$ cat src/rtl/assert_macros.svh
// Assertion macros shared by the packed pattern decoder RTL.
// Depends on nothing; included by files that carry concurrent assertions.
`ifndef ASSERT_MACROS_SVH
`define ASSERT_MACROS_SVH

// Generic clocked assertion with an explicit clock and active-low reset.
`define PPD_ASSERT(lbl, ck, rn, prop, msg) \
  lbl: assert property (@(posedge ck) disable iff (!rn) prop) else $error(msg);

// Clocked assertion on the usual clk and rst_n of the enclosing module.
`define PPD_ASSERT_CLK(lbl, prop, msg) `PPD_ASSERT(lbl, clk, rst_n, prop, msg)

`endif

$ cat src/rtl/ppd_pkg.sv
// Shared types and constants for the packed pattern decoder.
// Depends on nothing; used by ppd_parser and packed_pattern_decoder_core.
package ppd_pkg;

  localparam int CHANNELS = 32;
  localparam int CH_W     = 5;

  localparam logic [1:0] KIND_LOAD  = 2'd0;
  localparam logic [1:0] KIND_START = 2'd1;
  localparam logic [1:0] KIND_BYTE  = 2'd2;

  localparam logic [7:0] NOTE_OFF      = 8'd255;
  localparam logic [7:0] VOL_MAX       = 8'd64;
  localparam logic [7:0] HDR_NOTE_ONLY = 8'h20;
  localparam logic [7:0] HDR_VOL_ONLY  = 8'h40;

  typedef struct packed {
    logic [CH_W-1:0] channel;
    logic [5:0]      row;
    logic [7:0]      note;
    logic [7:0]      instrument;
    logic [7:0]      vol_pre;
    logic [7:0]      effect;
    logic [7:0]      fx_param;
    logic [2:0]      header_flags;
    logic            need_default;
    logic [7:0]      tbl_idx;
  } cell_t;

endpackage

$ cat src/rtl/ppd_parser.sv
// Byte parser of the packed pattern decoder: phase tracking, row count and the
// per-channel note, instrument and volume memories. Depends on ppd_pkg.
module ppd_parser #(
  parameter int ROWS = 64
) (
  input  logic              clk,
  input  logic              rst_n,
  input  logic              go,
  input  logic [1:0]        kind,
  input  logic [7:0]        data_byte,
  output logic              emit,
  output ppd_pkg::cell_t    dec_cell
);

  localparam int RW = $clog2(ROWS + 1);

  typedef enum logic [5:0] {
    PH_HEADER = 6'b000001,
    PH_NOTE   = 6'b000010,
    PH_INSTR  = 6'b000100,
    PH_VOL    = 6'b001000,
    PH_EFF    = 6'b010000,
    PH_INFO   = 6'b100000
  } phase_t;

  phase_t                    phase_r, phase_nxt;
  logic [RW-1:0]             row_r, row_nxt;
  logic [7:0]                hdr_r, hdr_nxt;
  logic [7:0]                note_r, note_nxt;
  logic [7:0]                inst_r, inst_nxt;
  logic [7:0]                vol_r, vol_nxt;
  logic [7:0]                eff_r, eff_nxt;

  logic [7:0]                last_note_r [ppd_pkg::CHANNELS];
  logic [7:0]                last_inst_r [ppd_pkg::CHANNELS];
  logic [7:0]                last_vol_r  [ppd_pkg::CHANNELS];
  logic [ppd_pkg::CHANNELS-1:0] note_vld_r, inst_vld_r, vol_vld_r;

  logic [ppd_pkg::CH_W-1:0]  ch_sel;
  logic [7:0]                ln, li, lv, ln_f, li_f, lv_f;
  logic [7:0]                nv, vv, note_o, inst_o;
  logic                      row_live, done, clr_all;
  logic                      wr_note, wr_inst, wr_vol;

  assign ch_sel   = (phase_r == PH_HEADER) ? data_byte[ppd_pkg::CH_W-1:0]
                                           : hdr_r[ppd_pkg::CH_W-1:0];
  assign ln       = note_vld_r[ch_sel] ? last_note_r[ch_sel] : 8'd0;
  assign li       = inst_vld_r[ch_sel] ? last_inst_r[ch_sel] : 8'd0;
  assign lv       = vol_vld_r[ch_sel]  ? last_vol_r[ch_sel]  : 8'd0;
  assign nv       = (data_byte == ppd_pkg::NOTE_OFF) ? 8'd0 : data_byte;
  assign vv       = (data_byte > ppd_pkg::VOL_MAX) ? 8'd0 : data_byte;
  assign row_live = (row_r < RW'(ROWS));

  always_comb begin
    phase_nxt = phase_r;
    row_nxt   = row_r;
    hdr_nxt   = hdr_r;
    note_nxt  = note_r;
    inst_nxt  = inst_r;
    vol_nxt   = vol_r;
    eff_nxt   = eff_r;
    wr_note   = 1'b0;
    wr_inst   = 1'b0;
    wr_vol    = 1'b0;
    clr_all   = 1'b0;
    done      = 1'b0;
    if (go && kind == ppd_pkg::KIND_START) begin
      phase_nxt = PH_HEADER;
      row_nxt   = '0;
      hdr_nxt   = 8'd0;
      note_nxt  = 8'd0;
      inst_nxt  = 8'd0;
      vol_nxt   = 8'd0;
      eff_nxt   = 8'd0;
      clr_all   = 1'b1;
    end else if (go && kind == ppd_pkg::KIND_BYTE && row_live) begin
      unique case (phase_r)
        PH_HEADER: begin
          if (data_byte == 8'd0) begin
            row_nxt = row_r + RW'(1);
          end else begin
            hdr_nxt  = data_byte;
            note_nxt = 8'd0;
            inst_nxt = 8'd0;
            vol_nxt  = 8'd0;
            eff_nxt  = 8'd0;
            if (data_byte[5]) begin
              phase_nxt = PH_NOTE;
            end else if (data_byte[6]) begin
              phase_nxt = PH_VOL;
            end else if (data_byte[7]) begin
              phase_nxt = PH_EFF;
            end else begin
              done = 1'b1;
            end
          end
        end
        PH_NOTE: begin
          note_nxt  = nv;
          wr_note   = (nv != 8'd0);
          phase_nxt = PH_INSTR;
        end
        PH_INSTR: begin
          inst_nxt = data_byte;
          wr_inst  = (data_byte != 8'd0);
          if (hdr_r[6]) begin
            phase_nxt = PH_VOL;
          end else if (hdr_r[7]) begin
            phase_nxt = PH_EFF;
          end else begin
            done = 1'b1;
          end
        end
        PH_VOL: begin
          vol_nxt = vv;
          wr_vol  = (vv != 8'd0);
          if (hdr_r[7]) begin
            phase_nxt = PH_EFF;
          end else begin
            done = 1'b1;
          end
        end
        PH_EFF: begin
          eff_nxt   = data_byte;
          phase_nxt = PH_INFO;
        end
        PH_INFO: begin
          done = 1'b1;
        end
        default: begin
          phase_nxt = PH_HEADER;
        end
      endcase
      if (done) begin
        phase_nxt = PH_HEADER;
      end
    end
  end

  // The cell sees the channel memories as they stand after this beat.
  assign ln_f   = wr_note ? nv : ln;
  assign li_f   = wr_inst ? data_byte : li;
  assign lv_f   = wr_inst ? 8'd0 : (wr_vol ? vv : lv);
  assign note_o = ((hdr_nxt != ppd_pkg::HDR_VOL_ONLY) &&
                   ((hdr_nxt != ppd_pkg::HDR_NOTE_ONLY) || (note_nxt == 8'd0)))
                  ? ln_f : note_nxt;
  assign inst_o = ((hdr_nxt != ppd_pkg::HDR_VOL_ONLY) &&
                   ((hdr_nxt != ppd_pkg::HDR_NOTE_ONLY) || (inst_nxt == 8'd0)))
                  ? li_f : inst_nxt;

  assign emit = done;

  always_comb begin
    dec_cell.channel      = hdr_nxt[ppd_pkg::CH_W-1:0];
    dec_cell.row          = 6'(row_r);
    dec_cell.note         = note_o;
    dec_cell.instrument   = inst_o;
    dec_cell.vol_pre      = hdr_nxt[6] ? vol_nxt : lv_f;
    dec_cell.effect       = hdr_nxt[7] ? eff_nxt : 8'd0;
    dec_cell.fx_param     = hdr_nxt[7] ? data_byte : 8'd0;
    dec_cell.header_flags = hdr_nxt[7:5];
    dec_cell.need_default = (dec_cell.vol_pre == 8'd0) && (inst_o != 8'd0);
    dec_cell.tbl_idx      = inst_o - 8'd1;
  end

  always_ff @(posedge clk) begin
    if (!rst_n) begin
      phase_r <= PH_HEADER;
      row_r   <= '0;
      hdr_r   <= 8'd0;
      note_r  <= 8'd0;
      inst_r  <= 8'd0;
      vol_r   <= 8'd0;
      eff_r   <= 8'd0;
    end else begin
      phase_r <= phase_nxt;
      row_r   <= row_nxt;
      hdr_r   <= hdr_nxt;
      note_r  <= note_nxt;
      inst_r  <= inst_nxt;
      vol_r   <= vol_nxt;
      eff_r   <= eff_nxt;
    end
  end

  always_ff @(posedge clk) begin
    if (!rst_n) begin
      note_vld_r <= '0;
      inst_vld_r <= '0;
      vol_vld_r  <= '0;
    end else if (clr_all) begin
      note_vld_r <= '0;
      inst_vld_r <= '0;
      vol_vld_r  <= '0;
    end else begin
      if (wr_note) begin
        note_vld_r[ch_sel] <= 1'b1;
      end
      if (wr_inst) begin
        inst_vld_r[ch_sel] <= 1'b1;
        vol_vld_r[ch_sel]  <= 1'b0;
      end
      if (wr_vol) begin
        vol_vld_r[ch_sel] <= 1'b1;
      end
    end
  end

  always_ff @(posedge clk) begin
    if (wr_note) begin
      last_note_r[ch_sel] <= nv;
    end
    if (wr_inst) begin
      last_inst_r[ch_sel] <= data_byte;
    end
    if (wr_vol) begin
      last_vol_r[ch_sel] <= vv;
    end
  end

endmodule

$ cat src/rtl/ppd_vol_table.sv
// Default instrument volume table of the packed pattern decoder, with one
// write port and one registered read port. Depends on nothing.
module ppd_vol_table #(
  parameter int INSTRUMENTS = 128
) (
  input  logic       clk,
  input  logic       rst_n,
  input  logic       wr_en,
  input  logic [6:0] wr_slot,
  input  logic [7:0] wr_vol,
  input  logic       rd_en,
  input  logic [7:0] rd_idx,
  output logic [7:0] rd_vol
);

  localparam int AW = (INSTRUMENTS > 1) ? $clog2(INSTRUMENTS) : 1;

  logic [7:0]             mem [INSTRUMENTS];
  logic [INSTRUMENTS-1:0] vld_r;
  logic [8:0]             wr_ext, rd_ext;
  logic [AW-1:0]          wa, ra;
  logic                   wr_ok, rd_ok;
  logic [7:0]             rd_vol_r;

  assign wr_ext = {2'b00, wr_slot};
  assign rd_ext = {1'b0, rd_idx};
  assign wa     = wr_ext[AW-1:0];
  assign ra     = rd_ext[AW-1:0];
  assign wr_ok  = wr_en && (wr_ext < 9'(INSTRUMENTS));
  assign rd_ok  = (rd_ext < 9'(INSTRUMENTS));
  assign rd_vol = rd_vol_r;

  always_ff @(posedge clk) begin
    if (!rst_n) begin
      vld_r <= '0;
    end else if (wr_ok) begin
      vld_r[wa] <= 1'b1;
    end
  end

  always_ff @(posedge clk) begin
    if (wr_ok) begin
      mem[wa] <= wr_vol;
    end
    if (rd_en) begin
      rd_vol_r <= (rd_ok && vld_r[ra]) ? mem[ra] : 8'd0;
    end
  end

endmodule

$ cat src/rtl/packed_pattern_decoder_core.sv
// Packed pattern decoder top level: parser, default volume table and output
// stages. Depends on ppd_pkg, ppd_parser, ppd_vol_table and assert_macros.svh.
//
// Takes one input beat every clock cycle and delivers at most one cell per
// beat; each cell passes through the table-read stage, where the default
// volume table is read, and the output register. A zero header byte ends a
// row, a new-pattern beat clears the channel memories at once (no clearing
// pass), and pattern bytes after the last row are dropped. The input stalls
// only while both the table-read stage and the output register hold cells.
`include "assert_macros.svh"

module packed_pattern_decoder_core #(
  parameter int ROWS        = 64,
  parameter int INSTRUMENTS = 128
) (
  input  logic        clk,
  input  logic        rst_n,
  input  logic        in_tvalid,
  output logic        in_tready,
  // data_byte[7:0], instrument_slot[14:8], instrument_volume[22:15], zero pad
  input  logic [23:0] in_tdata,
  // kind[1:0]
  input  logic [1:0]  in_tuser,
  output logic        out_tvalid,
  input  logic        out_tready,
  // channel[4:0], row[10:5], note[18:11], instrument[26:19], volume[34:27],
  // effect[42:35], fx_param[50:43], zero pad
  output logic [55:0] out_tdata,
  // header_flags[2:0]
  output logic [2:0]  out_tuser
);

  logic           in_accept, emit, s1_move;
  ppd_pkg::cell_t dec_cell, s1_cell_r;
  logic           s1_valid_r, out_valid_r;
  logic [7:0]     tbl_vol, vol_fin;
  logic [55:0]    out_data_r;
  logic [2:0]     out_flags_r;

  assign s1_move   = !out_valid_r || out_tready;
  assign in_tready = !s1_valid_r || s1_move;
  assign in_accept = in_tvalid && in_tready;

  ppd_parser #(
    .ROWS(ROWS)
  ) u_parser (
    .clk       (clk),
    .rst_n     (rst_n),
    .go        (in_accept),
    .kind      (in_tuser),
    .data_byte (in_tdata[7:0]),
    .emit      (emit),
    .dec_cell  (dec_cell)
  );

  ppd_vol_table #(
    .INSTRUMENTS(INSTRUMENTS)
  ) u_vol_table (
    .clk     (clk),
    .rst_n   (rst_n),
    .wr_en   (in_accept && (in_tuser == ppd_pkg::KIND_LOAD)),
    .wr_slot (in_tdata[14:8]),
    .wr_vol  (in_tdata[22:15]),
    .rd_en   (emit),
    .rd_idx  (dec_cell.tbl_idx),
    .rd_vol  (tbl_vol)
  );

  assign vol_fin = s1_cell_r.need_default ? tbl_vol : s1_cell_r.vol_pre;

  always_ff @(posedge clk) begin
    if (!rst_n) begin
      s1_valid_r  <= 1'b0;
      out_valid_r <= 1'b0;
    end else begin
      if (emit) begin
        s1_valid_r <= 1'b1;
      end else if (s1_move) begin
        s1_valid_r <= 1'b0;
      end
      if (s1_move) begin
        out_valid_r <= s1_valid_r;
      end
    end
  end

  always_ff @(posedge clk) begin
    if (emit) begin
      s1_cell_r <= dec_cell;
    end
    if (s1_move && s1_valid_r) begin
      out_data_r  <= {5'd0, s1_cell_r.fx_param, s1_cell_r.effect, vol_fin,
                      s1_cell_r.instrument, s1_cell_r.note, s1_cell_r.row,
                      s1_cell_r.channel};
      out_flags_r <= s1_cell_r.header_flags;
    end
  end

  assign out_tvalid = out_valid_r;
  assign out_tdata  = out_data_r;
  assign out_tuser  = out_flags_r;

  `PPD_ASSERT_CLK(a_stall_cause,
    !in_tready |-> (s1_valid_r && out_valid_r && !out_tready), "input stalled with room left")
  `PPD_ASSERT_CLK(a_s1_hold,
    (s1_valid_r && !s1_move) |=> s1_valid_r, "stalled cell lost from the table-read stage")
  `PPD_ASSERT_CLK(a_row_range,
    out_valid_r |-> (out_data_r[10:5] < ROWS), "cell row beyond the pattern length")

endmodule

$ cat config.mk
export PLATFORM = sky130hd
export DESIGN_NAME = packed_pattern_decoder_core
export DESIGN_NICKNAME = d
export VERILOG_FILES = /design/src/rtl/ppd_pkg.sv /design/src/rtl/ppd_parser.sv /design/src/rtl/ppd_vol_table.sv /design/src/rtl/packed_pattern_decoder_core.sv
export VERILOG_INCLUDE_DIRS = /design/src /design/src/rtl
export SDC_FILE = /design/constraint.sdc
export NUM_CORES = 2
export LEC_CHECK = 0
export ABC_AREA = 1
export BUFFER_PORTS_ARGS = -buffer_cell sky130_fd_sc_hd__buf_2
export CAP_MARGIN = 20
export CORE_MARGIN = 2
export CORE_UTILIZATION = 25
export DETAILED_ROUTE_END_ITERATION = 8
export SYNTH_ARGS = -nofsm -noshare
export SYNTH_HDL_FRONTEND = slang
export SYNTH_HIERARCHICAL = 1
export SYNTH_SLANG_ARGS = --single-unit
$ cat constraint.sdc
create_clock -name clk -period 5.8 [get_ports clk]
set_input_delay 1.16 -clock clk [delete_from_list [all_inputs] [get_ports clk]]
set_output_delay 1.16 -clock clk [all_outputs]
set_load 0.01 [all_outputs]
After elaboration in Yosys (flattened, before gate mapping)
Memories as Yosys holds them, arrays and structs flattened. A register that Yosys moved wholly into a read port is not among the register bits.
Index checks and enable logic that the tools add are counted.
{ "word_totals": {"n_memories": 4, "register_bits": 388, "ramBits": 1792} }
{ "op_classes": {"n_lt_le_gt_ge": 9, "n_reduce_logical": 34, "n_mux": 89, "n_addsub": 2, "n_eq_ne": 14, "bitwise_logic": 7} }
{ "mem_list": {"columns": ["name", "words", "width", "read_ports", "rd_clocked_by_memory_dff", "wr", "line_no", "text"], "rows": [
  ["u_vol_table.mem", 128, 8, 1, 1, 1, "ppd_vol_table.sv:18", "logic [7:0] mem [INSTRUMENTS];"],
  ["u_parser.last_inst_r", 32, 8, 1, 0, 1, "ppd_parser.sv:35", "logic [7:0] last_inst_r [ppd_pkg::CHANNELS];"],
  ["u_parser.last_note_r", 32, 8, 1, 0, 1, "ppd_parser.sv:34", "logic [7:0] last_note_r [ppd_pkg::CHANNELS];"],
  ["u_parser.last_vol_r", 32, 8, 1, 0, 1, "ppd_parser.sv:36", "logic [7:0] last_vol_r [ppd_pkg::CHANNELS];"]
]} }
{ "op_table": {"columns": ["op", "n"], "rows": [
  ["$mux W8", 29],
  ["$mux W32", 4],
  ["$or A128 B128 Y128", 1],
  ["$or A32 B32 Y32", 3],
  ["$pmux W8 S2", 4],
  ["$mux W6", 7],
  ["$mux W1", 36],
  ["$pmux W6 S6", 1],
  ["$and A32 B32 Y32", 1],
  ["$logic_not A8 Y1", 4],
  ["$not A32 Y32", 1],
  ["$reduce_bool A8 Y1", 4],
  ["$lt A7 B8 Y1 const B", 3],
  ["$bmux W1 S5", 3],
  ["$logic_and A1 B1 Y1", 13],
  ["$eq A8 B8 Y1 const B", 1],
  ["$gt A8 B7 Y1 const B", 1],
  ["$lt A8 B8 Y1 const B", 1],
  ["$ne A8 B6 Y1 const B", 1],
  ["$ne A8 B7 Y1 const B", 1],
  ["$sub A8 B1 Y8 const B", 1],
  ["$add A7 B1 Y7 const B", 1],
  ["$bmux W1 S7", 1],
  ["$demux W1 S7", 1],
  ["other kinds (26)", 32]
]} }

Longest topological paths before layout
{ "logic_depth": {"depth_word": 17, "ltp_mapped": 36} }

Modules after synthesis
The synthesis kept the hierarchy.
{ "by_module_without_submodules": {"columns": ["module", "seq_area_each_um2", "cells_per_inst", "area_each_um2", "instances"], "rows": [
  ["ppd_vol_table", 33552.2, 4346, 47370.4, 1],
  ["ppd_parser", 26045.0, 3933, 39357.7, 1],
  ["packed_pattern_decoder_core", 3313.2, 155, 3522.1, 1]
]} }

Worst setup path after synthesis
No wires, ideal clock.
{ "synth_timing": {"path_kind": "input -> register", "startpoint": "in out_tready", "endpoint": "reg u_vol_table.rd_vol_r[0] (netlist: u_vol_table/rd_vol[0]), read port of u_vol_table.mem, data pin", "setup_ps": 253, "setup_slack_ps": 847, "n_path_buf": 4, "required_ps": 5547, "arrival_ps": 4700, "cell_stages": 32, "cell_sequence": "inv_1 > nand3_1 > nand2_1 > inv_1 > nand3_1 > inv_2 > nand2_2 > nor2_4 > nor2_2 > o21bai_4 > nand2_1 > nor3_1 > nand2_1 > buf_2 > nand3_1 > nor2_1 > nor2_2 > inv_1 > ha_1 > inv_1 > buf_4 > buf_2 > buf_1 > nand3_1 > nand3_1 > nand2_1 > nand2_1 > nand3_1 > nand3_1 > nand3_1 > nand2_1 > nor2_1"} }
{ "synth_lines": {"columns": ["item", "line_no", "text"], "rows": [
  ["start: declaration", "packed_pattern_decoder_core.sv:25", "input logic out_tready,"],
  ["end: declaration", "ppd_vol_table.sv:23", "logic [7:0] rd_vol_r;"]
]} }

==> metrics.cfg <==
[outcome]
status = completed

[power_and_ir_drop]
power_mw = 53.30
p_leak_nw = 38.80
ir_drop_mv = 0.4245
cellPowerDensity_nw_per_um2 = 504.9

[clock_network]
clockBufferDepth = 4
clk_pin_slew_ps = 70
cts_resized = 0
cts_tree = built
numCtsBuffers = 220
cts_setup_buffers = 0
htree_levels = 4
hold_buffers = 0
clock_sinks = 2188
clock_latency_ps = 910
cts-root-buf = clkbuf_16

[cells_and_area]
layout-drive-gt1-share_pct = 10.17
filler_cell_count = 36610
nNetsFinal = 8734
area_growth_pct = 16.97
fin_util_pct = 29.39

[yosys]
synth-simple-area-share_pct = 21.46
synth_fa_ha_area_share_pct = 0.04159
yosys-top-cells-count = nand2_1 (2589), edfxtp_1 (1909), nand3_1 (1064), nor2_1 (882), inv_1 (473)
synth_edf_count = 1909
synthFlopType = edfxtp_1
synth_compound_area_share_pct = 3.872
ys_seq_area_share_pct = 69.71
synthCells = 8434
avgSynthCellArea_um2 = 10.70
syn_area_um2 = 90250
synth_cell_types = 52
muxShareOfSynthArea_pct = 0
synth_area_leaders = edfxtp_1 (64%), nand2_1 (11%), dfxtp_1 (6.2%), nand3_1 (5.9%), nor2_1 (3.7%)
synth_top_family_by_area = simple AND/OR/NAND/NOR gates
yosysWarnings = 6
synthMostInstantiatedCell = nand2_1
synth_top_area_share_pct = 63.52
synth_async_sr_flop_share_pct = 0
synth_top_area_cell = edfxtp_1
synth_xor_area_share_pct = 0.02911
ys_ff_latch = 2188

[die]
die_area_um2 = 365800
pin_count = 91
fp.dieH_um = 604.8
die_w_um = 604.8
design.core.area_um2 = 359200
row_count = 220
start_util_pct = 25.12

[critical_path]
worstPathArrival_ps = 5960
startpoint_type = flip-flop
worst_setup_path_end_kind = flip-flop
crit_slowest_cell = dfxtp_1
cpMostUsedCell = nand2_1
setup.worst_path.class = reg -> reg
path_max_fanout = 15
slowest_delay_ps = 420
required_ps = 6400

[placed_design]
place_hpwl_mm = 164.5
gp_congestion = 0.8746
numPortBuffers = 84

[run]
cap_violations = 0

[timing]
setup_viol = 0
rsz0062_at_grt = no
hold_viol = 0
worst_pin_slew_ps = 1176
setup-tns-final_ps = 0
min_period_over_period_pct = 92.32
max_slew_margin_pct = 21.50
max_freq_ghz = 0.1868
min_period_ps = 5354
slew_viol_final = 0
finClkSkew_ps = 103.0

[global_route]
grt_max_degree = 87
grt_remaining_overflow = 0
track_usage_pct = 13.60
grt_pass1_wl_mm = 377.9
antenna_found_initial = 14
grt_pass1_vias = 57120

[drt]
firstDrtPassIters = 6
num_vias = 61620
drc = 0
drt_wl_total_mm = 258.2
wl_per_cell_um = 18.90
ant_nets = 0
drtIter0Drc = 6521
vias_per_cell = 4.511

[min_path]
hold_class = reg -> reg

## through the flow
step | setup WS [ps] | hold slack (ps) | std cells | area (um^2)
after global routing | 146.1 | 421.5 | 13660 | 105600
after detailed placement | -50.52 | 404.5 | 13250 | 98260
after floorplan | 846.9 | 400.3 | 8469 | 90380
after CTS | 548.5 | 401.2 | 13650 | 105400
after global placement | 7.780 | 402.9 | 13240 | 98140
final | 445.5 | 406.8 | 13660 | 105600
## sequential cells by signal (all words and copies together) (netlist names)
register	count
out_tdata	51
out_tuser	3
out_tvalid	1
s1_cell_r	55
s1_valid_r	1
u_parser/eff_r	8
u_parser/hdr_r	8
u_parser/inst_r	8
u_parser/inst_vld_r	32
u_parser/last_inst_r	256
u_parser/last_note_r	256
u_parser/last_vol_r	256
u_parser/note_r	8
u_parser/note_vld_r	32
u_parser/phase_r	6
u_parser/row_r	7
u_parser/vol_r	8
u_parser/vol_vld_r	32
u_vol_table/mem	1024
u_vol_table/rd_vol	8
u_vol_table/vld_r	128
## power by group
part	internal, mW	switching, mW	leakage [nW]	total (mW)
registers	17.2	0.0121	19.6	17.2
logic	7.16	14.7	15.7	21.8
clock network	8.28	6.01	3.54	14.3
## worst paths after layout
path / from / endpoint / slack (ps) / depth (start not counted)
worst max register to register: u_parser/phase_r[0] / u_vol_table/rd_vol[1] / 450 / 31
worst min register to register: s1_cell_r[42] / out_tdata[25] / 410 / 0
worst max-delay path: u_parser/phase_r[0] / u_vol_table/rd_vol[1] / 450 / 31
worst min-delay path: s1_cell_r[42] / out_tdata[25] / 410 / 0
## cell usage in the layout (no fill, tap or decap), types with 70 or more instances in the layout
cell	n
nand2_1	2588
edfxtp_1	1909
nand3_1	1064
nor2_1	864
inv_1	466
buf_4	327
dfxtp_1	279
o21ai_0	246
clkbuf_16	223
o22ai_1	108
a21oi_1	95
buf_2	77
o21a_1	70
## kinds of logic (layout without fill, tap and decap cells)
kind of cell    Yosys count  in the layout
simple gates           4672           4672
buf+inv                 970           1381
xor+xnor                  3              3
flops                  2188           2188
fa+ha+maj                 3              3
other cells               2             42
compound gates          596            596
## worst max-delay path, delay by kind of cell (launching register included)
kind | cells | cell delay, ps
adder cells (fa/ha/maj) | 1 | 360
buffers and inverters | 6 | 830
flip-flops | 1 | 420
AND/OR/NAND/NOR | 24 | 3400
## cell type report
| class | count | area, um^2 | share of cell area [%] |
|---|---|---|---|
| diodes | 5 | 12.51 | 0.01185 |
| flip-flops and latches | 2188 | 62910 | 59.59 |
| clock inverters | 113 | 1112 | 1.054 |
| inverters | 504 | 1954 | 1.851 |
| repair buffers | 476 | 4285 | 4.059 |
| multi-input cells | 5311 | 23250 | 22.02 |
| clock buffers | 288 | 6075 | 5.754 |
| well taps | 4773 | 5972 | 5.657 |
## layer usage
layer  GRT usage [%]  vias up  wire [um]
met5               0        -         17
met4           4.878        4       9018
met3           1.791      422      17390
met2           22.76     2141     123800
met1           17.99    30010     108000
li1                -    29040          -
Note: power is estimated with default switching activity, not from simulation.
